==> config.mk <==
export PLATFORM = sky130hd
export DESIGN_NAME = v3a_front
export DESIGN_NICKNAME = d
export VERILOG_FILES = /design/src/hw/rtl/v3a_pkg.sv /design/src/hw/rtl/v3a_front.sv
export SDC_FILE = /design/constraint.sdc
export NUM_CORES = 1
export LEC_CHECK = 0
export BUFFER_PORTS_ARGS = -buffer_cell sky130_fd_sc_hd__buf_2
export CAP_MARGIN = 20
export CORE_UTILIZATION = 52
export CTS_CLUSTER_SIZE = 12
export DETAILED_ROUTE_END_ITERATION = 10
export PLACE_DENSITY = 0.79
export RECOVER_POWER = 25
export REMOVE_ABC_BUFFERS = 1
export SYNTH_ARGS = -nofsm -noshare
export SYNTH_HDL_FRONTEND = slang
export SYNTH_SLANG_ARGS = --single-unit
export TNS_END_PERCENT = 50
==> constraint.sdc <==
create_clock -name aclk -period 17.8 [get_ports aclk]
set_input_delay 1.78 -clock aclk [delete_from_list [all_inputs] [get_ports aclk]]
set_output_delay 1.78 -clock aclk [all_outputs]
set_load 0.01 [all_outputs]
==> src/hw/rtl/v3a_pkg.sv <==
// v3a_pkg: shared types and constants for the vector3_alu block.
// Opcode codes, operation classes, iterative unit state and control structs.
// No dependencies.
package v3a_pkg;

    localparam int WORD_BITS_DEF = 32;
    localparam int FRAC_BITS_DEF = 16;

    localparam logic [3:0] OPC_ADD   = 4'd0;
    localparam logic [3:0] OPC_SUB   = 4'd1;
    localparam logic [3:0] OPC_SCALE = 4'd2;
    localparam logic [3:0] OPC_DIV   = 4'd3;
    localparam logic [3:0] OPC_DOT   = 4'd4;
    localparam logic [3:0] OPC_CROSS = 4'd5;
    localparam logic [3:0] OPC_LENSQ = 4'd6;
    localparam logic [3:0] OPC_LEN   = 4'd7;
    localparam logic [3:0] OPC_NORM  = 4'd8;

    typedef enum logic [3:0] {
        CLS_ADD,
        CLS_SUB,
        CLS_SCALE,
        CLS_DIV,
        CLS_DOT,
        CLS_CROSS,
        CLS_LENSQ,
        CLS_LEN,
        CLS_NORM,
        CLS_NONE
    } op_class_t;

    typedef enum logic [1:0] {
        IT_IDLE,
        IT_DIV,
        IT_ROOT,
        IT_DONE
    } iter_state_t;

    typedef struct packed {
        logic      start;
        logic      ack;
        op_class_t cls;
    } iter_ctl_t;

    typedef struct packed {
        logic done;
        logic ovf;
        logic dz;
    } iter_sts_t;

endpackage

==> src/hw/rtl/v3a_front.sv <==
// v3a_front: input transfer, opcode classification and a two-entry queue.
// Depends on v3a_pkg.
module v3a_front #(
    parameter int W = v3a_pkg::WORD_BITS_DEF
) (
    input  logic                aclk,
    input  logic                aresetn,
    input  logic                s_valid,
    output logic                s_ready,
    input  logic [3:0]          s_opcode,
    input  logic signed [W-1:0] s_ax,
    input  logic signed [W-1:0] s_ay,
    input  logic signed [W-1:0] s_az,
    input  logic signed [W-1:0] s_bx,
    input  logic signed [W-1:0] s_by,
    input  logic signed [W-1:0] s_bz,
    input  logic signed [W-1:0] s_scalar,
    output logic                f_valid,
    output v3a_pkg::op_class_t  f_cls,
    output logic [7*W-1:0]      f_data,
    input  logic                f_pop
);
    import v3a_pkg::*;

    op_class_t      cls_in;
    op_class_t      q_cls_reg [2];
    logic [7*W-1:0] q_data_reg [2];
    logic [1:0]     count_reg, count_next;
    logic           wr_ptr_reg, rd_ptr_reg;
    logic           push, pop;

    always_comb begin
        case (s_opcode)
            OPC_ADD:   cls_in = CLS_ADD;
            OPC_SUB:   cls_in = CLS_SUB;
            OPC_SCALE: cls_in = CLS_SCALE;
            OPC_DIV:   cls_in = CLS_DIV;
            OPC_DOT:   cls_in = CLS_DOT;
            OPC_CROSS: cls_in = CLS_CROSS;
            OPC_LENSQ: cls_in = CLS_LENSQ;
            OPC_LEN:   cls_in = CLS_LEN;
            OPC_NORM:  cls_in = CLS_NORM;
            default:   cls_in = CLS_NONE;
        endcase
    end

    assign s_ready = (count_reg != 2'd2);
    assign f_valid = (count_reg != 2'd0);
    assign push    = s_valid && s_ready;
    assign pop     = f_pop && f_valid;
    assign f_cls   = q_cls_reg[rd_ptr_reg];
    assign f_data  = q_data_reg[rd_ptr_reg];

    always_comb begin
        count_next = count_reg;
        if (push && !pop) begin
            count_next = count_reg + 2'd1;
        end else if (pop && !push) begin
            count_next = count_reg - 2'd1;
        end
    end

    always_ff @(posedge aclk) begin
        if (push) begin
            q_cls_reg[wr_ptr_reg]  <= cls_in;
            q_data_reg[wr_ptr_reg] <= {s_ax, s_ay, s_az, s_bx, s_by, s_bz, s_scalar};
        end
    end

    always_ff @(posedge aclk) begin
        if (!aresetn) begin
            count_reg  <= 2'd0;
            wr_ptr_reg <= 1'b0;
            rd_ptr_reg <= 1'b0;
        end else begin
            count_reg <= count_next;
            if (push) begin
                wr_ptr_reg <= !wr_ptr_reg;
            end
            if (pop) begin
                rd_ptr_reg <= !rd_ptr_reg;
            end
        end
    end

endmodule

== Word level (Yosys, flattened, before mapping) ==
Memory sizes are Yosys's and may differ from the RTL's. A register that Yosys moved wholly into a read port is not among the register bits.
Index checks and enable logic that the tools add are counted.

* Equal/unequal tests: 1
* Multiplexer cells: 8
* $add $sub $neg: 2
* Reduce and logical (&&, ||, !) cells: 10

{| class="wikitable"
|+ Operator list
! cell !! number
|-
| 1-bit 2-to-1 mux || 6
|-
| 1-bit logical AND || 4
|-
| 1-bit zero test || 4
|-
| 2-bit 2-to-1 mux || 2
|-
| 2-bit nonzero test || 2
|-
| 2-bit by 1-bit adder with 2-bit output, second input constant || 1
|-
| 2-bit != test, second input constant || 1
|-
| 2-bit by 1-bit subtractor with 2-bit output, second input constant || 1
|}

* Bits of input ports: 232
* Memories kept: 3
* Memory bits (read-only): 64
* Memory bits (writable): 456
* Bits in registers: 4
* Output and inout port bits: 230

{| class="wikitable"
|+ Memories
! name !! words !! bits a word !! rd ports !! clocked after memory_dff !! wr ports !! line !! text
|-
| q_data_reg || 2 || 224 || 1 || 1 || 1 || v3a_front.sv:27 || <nowiki>logic [7*W-1:0] q_data_reg [2];</nowiki>
|-
| (name not given) || 16 || 4 || 1 || 0 || 0 || v3a_front.sv:33 || <nowiki>case (s_opcode)</nowiki>
|-
| q_cls_reg || 2 || 4 || 1 || 1 || 1 || v3a_front.sv:26 || <nowiki>op_class_t q_cls_reg [2];</nowiki>
|}

== Longest topological paths before layout ==
* Depth in word-level cells: 6
* Mapped depth: 6

== Worst setup path before layout ==
OpenSTA, ideal clock, no wires.

* Path type: input-to-reg
* From: in s_valid
* To: mem q_cls_reg[1][0] (netlist bit) (enable)
* Buffers on the path: 0
* Setup slack: 10.151 ns
* Arrival: 7.030 ns
* Stages on the path: 1
* Cell sequence: and3_1

* Cells in the longest elaborated chain, start to end: 3

{| class="wikitable"
|+ Ends and longest elaborated chain
! item !! line !! text
|-
| from (decl) || v3a_front.sv:8 || <nowiki>input logic s_valid,</nowiki>
|-
| 1-bit logical AND || v3a_front.sv:49 || <nowiki>assign push = s_valid && s_ready;</nowiki>
|-
| 1-bit 2-to-1 mux || v3a_front.sv:64 || <nowiki>if (push) begin</nowiki>
|-
| 1-bit 2-to-1 mux (not written as such) || v3a_front.sv:65 || <nowiki>q_cls_reg[wr_ptr_reg] <= cls_in;</nowiki>
|-
| to (decl) || v3a_front.sv:26 ||
|}

Every way passes these cells.

==> results.md <==
* Post-synthesis cell type count at 22
* Clock buffer depth at 3
* FF-to-FF setup slack at 14.64 ns
* Total gr overflow at 0
* Hold Startpoint: rd_ptr_reg
* FMAX at 218 MHz
* Worst hold path class: flip-flop to flip-flop
* H-tree depth at 2
* CTS buffer count at 46
* PwrDens at 142 nW/um2
* Cells after Synth at 737
* R2R Path Start: count_reg[0]
* Synth top area share at 0.815
* Post-CTS sizing at 0
* Final nets at 1,462
* Nature of the critical path endpoint: primary output
* Crit-path max FO at 78
* Global-route wire length before repair at 49,200 um
* Layout area overhead at 23.6%
* #FFs+latches synth at 461
* Required @ worst endpoint at 16.02 ns
* Leakage power at 0.00762 uW
* Core Box Area at 31,600 um2
* CTS Sinks at 461
* Worst-path clk slew at 0.06 ns
* Maxcap violations at 0
* Vias at 8,658
* DP HPWL at 22,300 um
* Top-Level Pins at 462
* FP Rows at 65
* Chip Width at 182 um
* TNS Setup at 0 ns
* CTS Hold Bufs at 0
* Worst path arrival time at 2.81 ns
* Synth warn at 0
* Setup-failing EPs final at 0
* Post-CTS setup buffer count at 0
* Vias in the first global route at 8,983
* Worst slew margin at 0.311
* DRC violation count after routing at 0
* Dpl ws at 13.30 ns
* CTS tree: done
* Worst Reg-to-Reg Cells at 4
* Initial Util at 0.531
* Avg Vias per Cell at 5.20
* Routability cong. at 0.775
* Seq/Total Area, Yosys at 0.821
* Chip Height at 182 um
* Total GRT Usage at 0.199
* Mapped Area at 16,800 um2
* Final Cycle Share at 0.258
* Die ar. at 33,000 um2
* Drt wl/cell at 20.4 um
* Max reg flops at 448
* Initial antenna violation count at 12
* Clock Tree Root: clkbuf_16
* Unrepaired setup endpoints after global routing: false
* Worst IR Drop VDD at 0.152 mV
* Layout cells sized above 1 at 0.575
* WHS Path Cells at 2
* Final Hold Viols at 0
* Setup CP Type: flip-flop to primary output
* Total Power at 2960 uW
* Final Slew Violations at 0
* Post-route antenna net violation count at 0
* Top post-synthesis cells by area: edfxtp_1, mux2_2, buf_6, dfxtp_1, and2_1
* Period minus WS final at 4.59 ns
* Detailed Route WL at 33,900 um
* First-pass DRT Iterations at 5
* DRT iter0 DRCs at 445
* Port buffer count at 461
* FF-to-FF End: q_data_reg[1][69]
* Status: finished clean
* Worst slew pin tran at 1.03 ns
* Largest net degree at the start of global routing at 94
* Worst setup SP type: flip-flop
* Final Skew at 0.0114 ns
* Cell taking the most area after synthesis: edfxtp_1
* Fin worst setup slack at 13.21 ns
* Mean area per synthesized cell at 22.8 um2
* Clock latency on the worst-skew pair at 0.52 ns
==> power by group <==
| group | switching (uW) | internal [uW] | total (uW) | leakage, uW |
|---|---|---|---|---|
| clock network | 361 | 518 | 879 | 0.000663 |
| registers | 43.1 | 1360 | 1400 | 0.00430 |
| logic | 367 | 311 | 679 | 0.00266 |
==> Yosys cell counts (all sizes together) <==
cell type	instances
o21ai	3
xnor2	2
and3	1
mux2	228
xor2	1
and2	4
dfxtp	5
nand3b	1
or3	1
or2	1
buf	25
nor2b	2
a21bo	1
ha	1
edfxtp	456
a21boi	2
nand2b	2
inv	1
==> stage by stage <==
step | instances | hold WS, ns | utilization | cell area (um2)
global route | 1665 | 0.621 | 0.656 | 20800
floorplan | 712 | 0.512 | - | 16500
finish | 1666 | 0.581 | 0.656 | 20800
global placement | 1582 | 0.533 | 0.613 | 19400
detailed placement | 1582 | 0.570 | 0.613 | 19400
CTS | 1654 | 0.586 | 0.656 | 20800
==> critical path: stages (launching register included) <==
cell	delay, ns
dfxtp_4	0.70
buf_4	0.85
mux2_2	0.46
buf_2	0.15
==> final cells by class <==
cell class                      count  area [um2]
Inverter                            1        11.3
Clock buffer                       64        1300
Antenna cell                       11        27.5
Clock inverter                      8        58.8
Sequential cell                   461       13800
Tap cell                          402         503
Fill cell                        2166       10900
Timing Repair Buffer              469        2330
Multi-Input combinational cell    250        2740
==> cells in the final DEF (no fill, tap or decap) <==
cell	Yosys	layout
inv_8	0	1
and2_1	4	4
nor2b_1	2	2
or3_1	1	1
buf_1	0	1
bufinv_16	0	1
diode_2	0	11
clkbuf_16	0	49
clkbuf_1	0	49
dfxtp_1	5	4
edfxtp_1	456	456
a21bo_2	1	1
clkbuf_8	0	2
xnor2_1	2	2
buf_4	1	7
buf_2	0	424
xor2_1	1	1
and3_4	0	1
mux2_2	228	228
buf_12	0	1
dfxtp_4	0	1
nand2b_4	1	1
a21boi_1	1	1
clkinv_2	0	2
o21ai_1	1	1
nand2b_1	1	1
ha_1	1	1
o21ai_0	2	2
a21boi_0	1	1
or2_2	1	1
clkinv_1	0	5
nand3b_1	1	1
==> cells by family (layout without fill, tap and decap cells) <==
kind of cell / count (synthesis) / count (layout) / share of synthesized area
buffers and inverters: 26 / 542 / 0.0168
adder cells (fa/ha/maj): 1 / 1 / 0.000744
multiplexers: 228 / 228 / 0.153
AO/OA/AOI/OAI: 6 / 6 / 0.00238
XOR/XNOR: 3 / 3 / 0.00156
AND/OR/NAND/NOR: 12 / 12 / 0.00499
flip-flops: 461 / 461 / 0.821
other: 0 / 11 / 0
==> routing by layer <==
layer	up-vias	routed length [um]	share of wire	track usage
met2	368	18100	0.53	0.357
li1	3938	-	-	-
met1	4277	12200	0.36	0.220
met3	73	2540	0.075	0.0544
met5	-	11	0.00032	0
met4	2	1070	0.031	0.0878
==> how the worst max path moves through the flow <==
stage / to / depth (start not counted)
after floorplan: f_cls[0] / 1
after global placement: f_data[57] / 3
after detailed placement: f_data[57] / 3
after CTS: f_data[57] / 3
after global routing: f_data[57] / 3
final: f_data[57] / 3
Note: power is estimated with default switching activity, not from simulation.
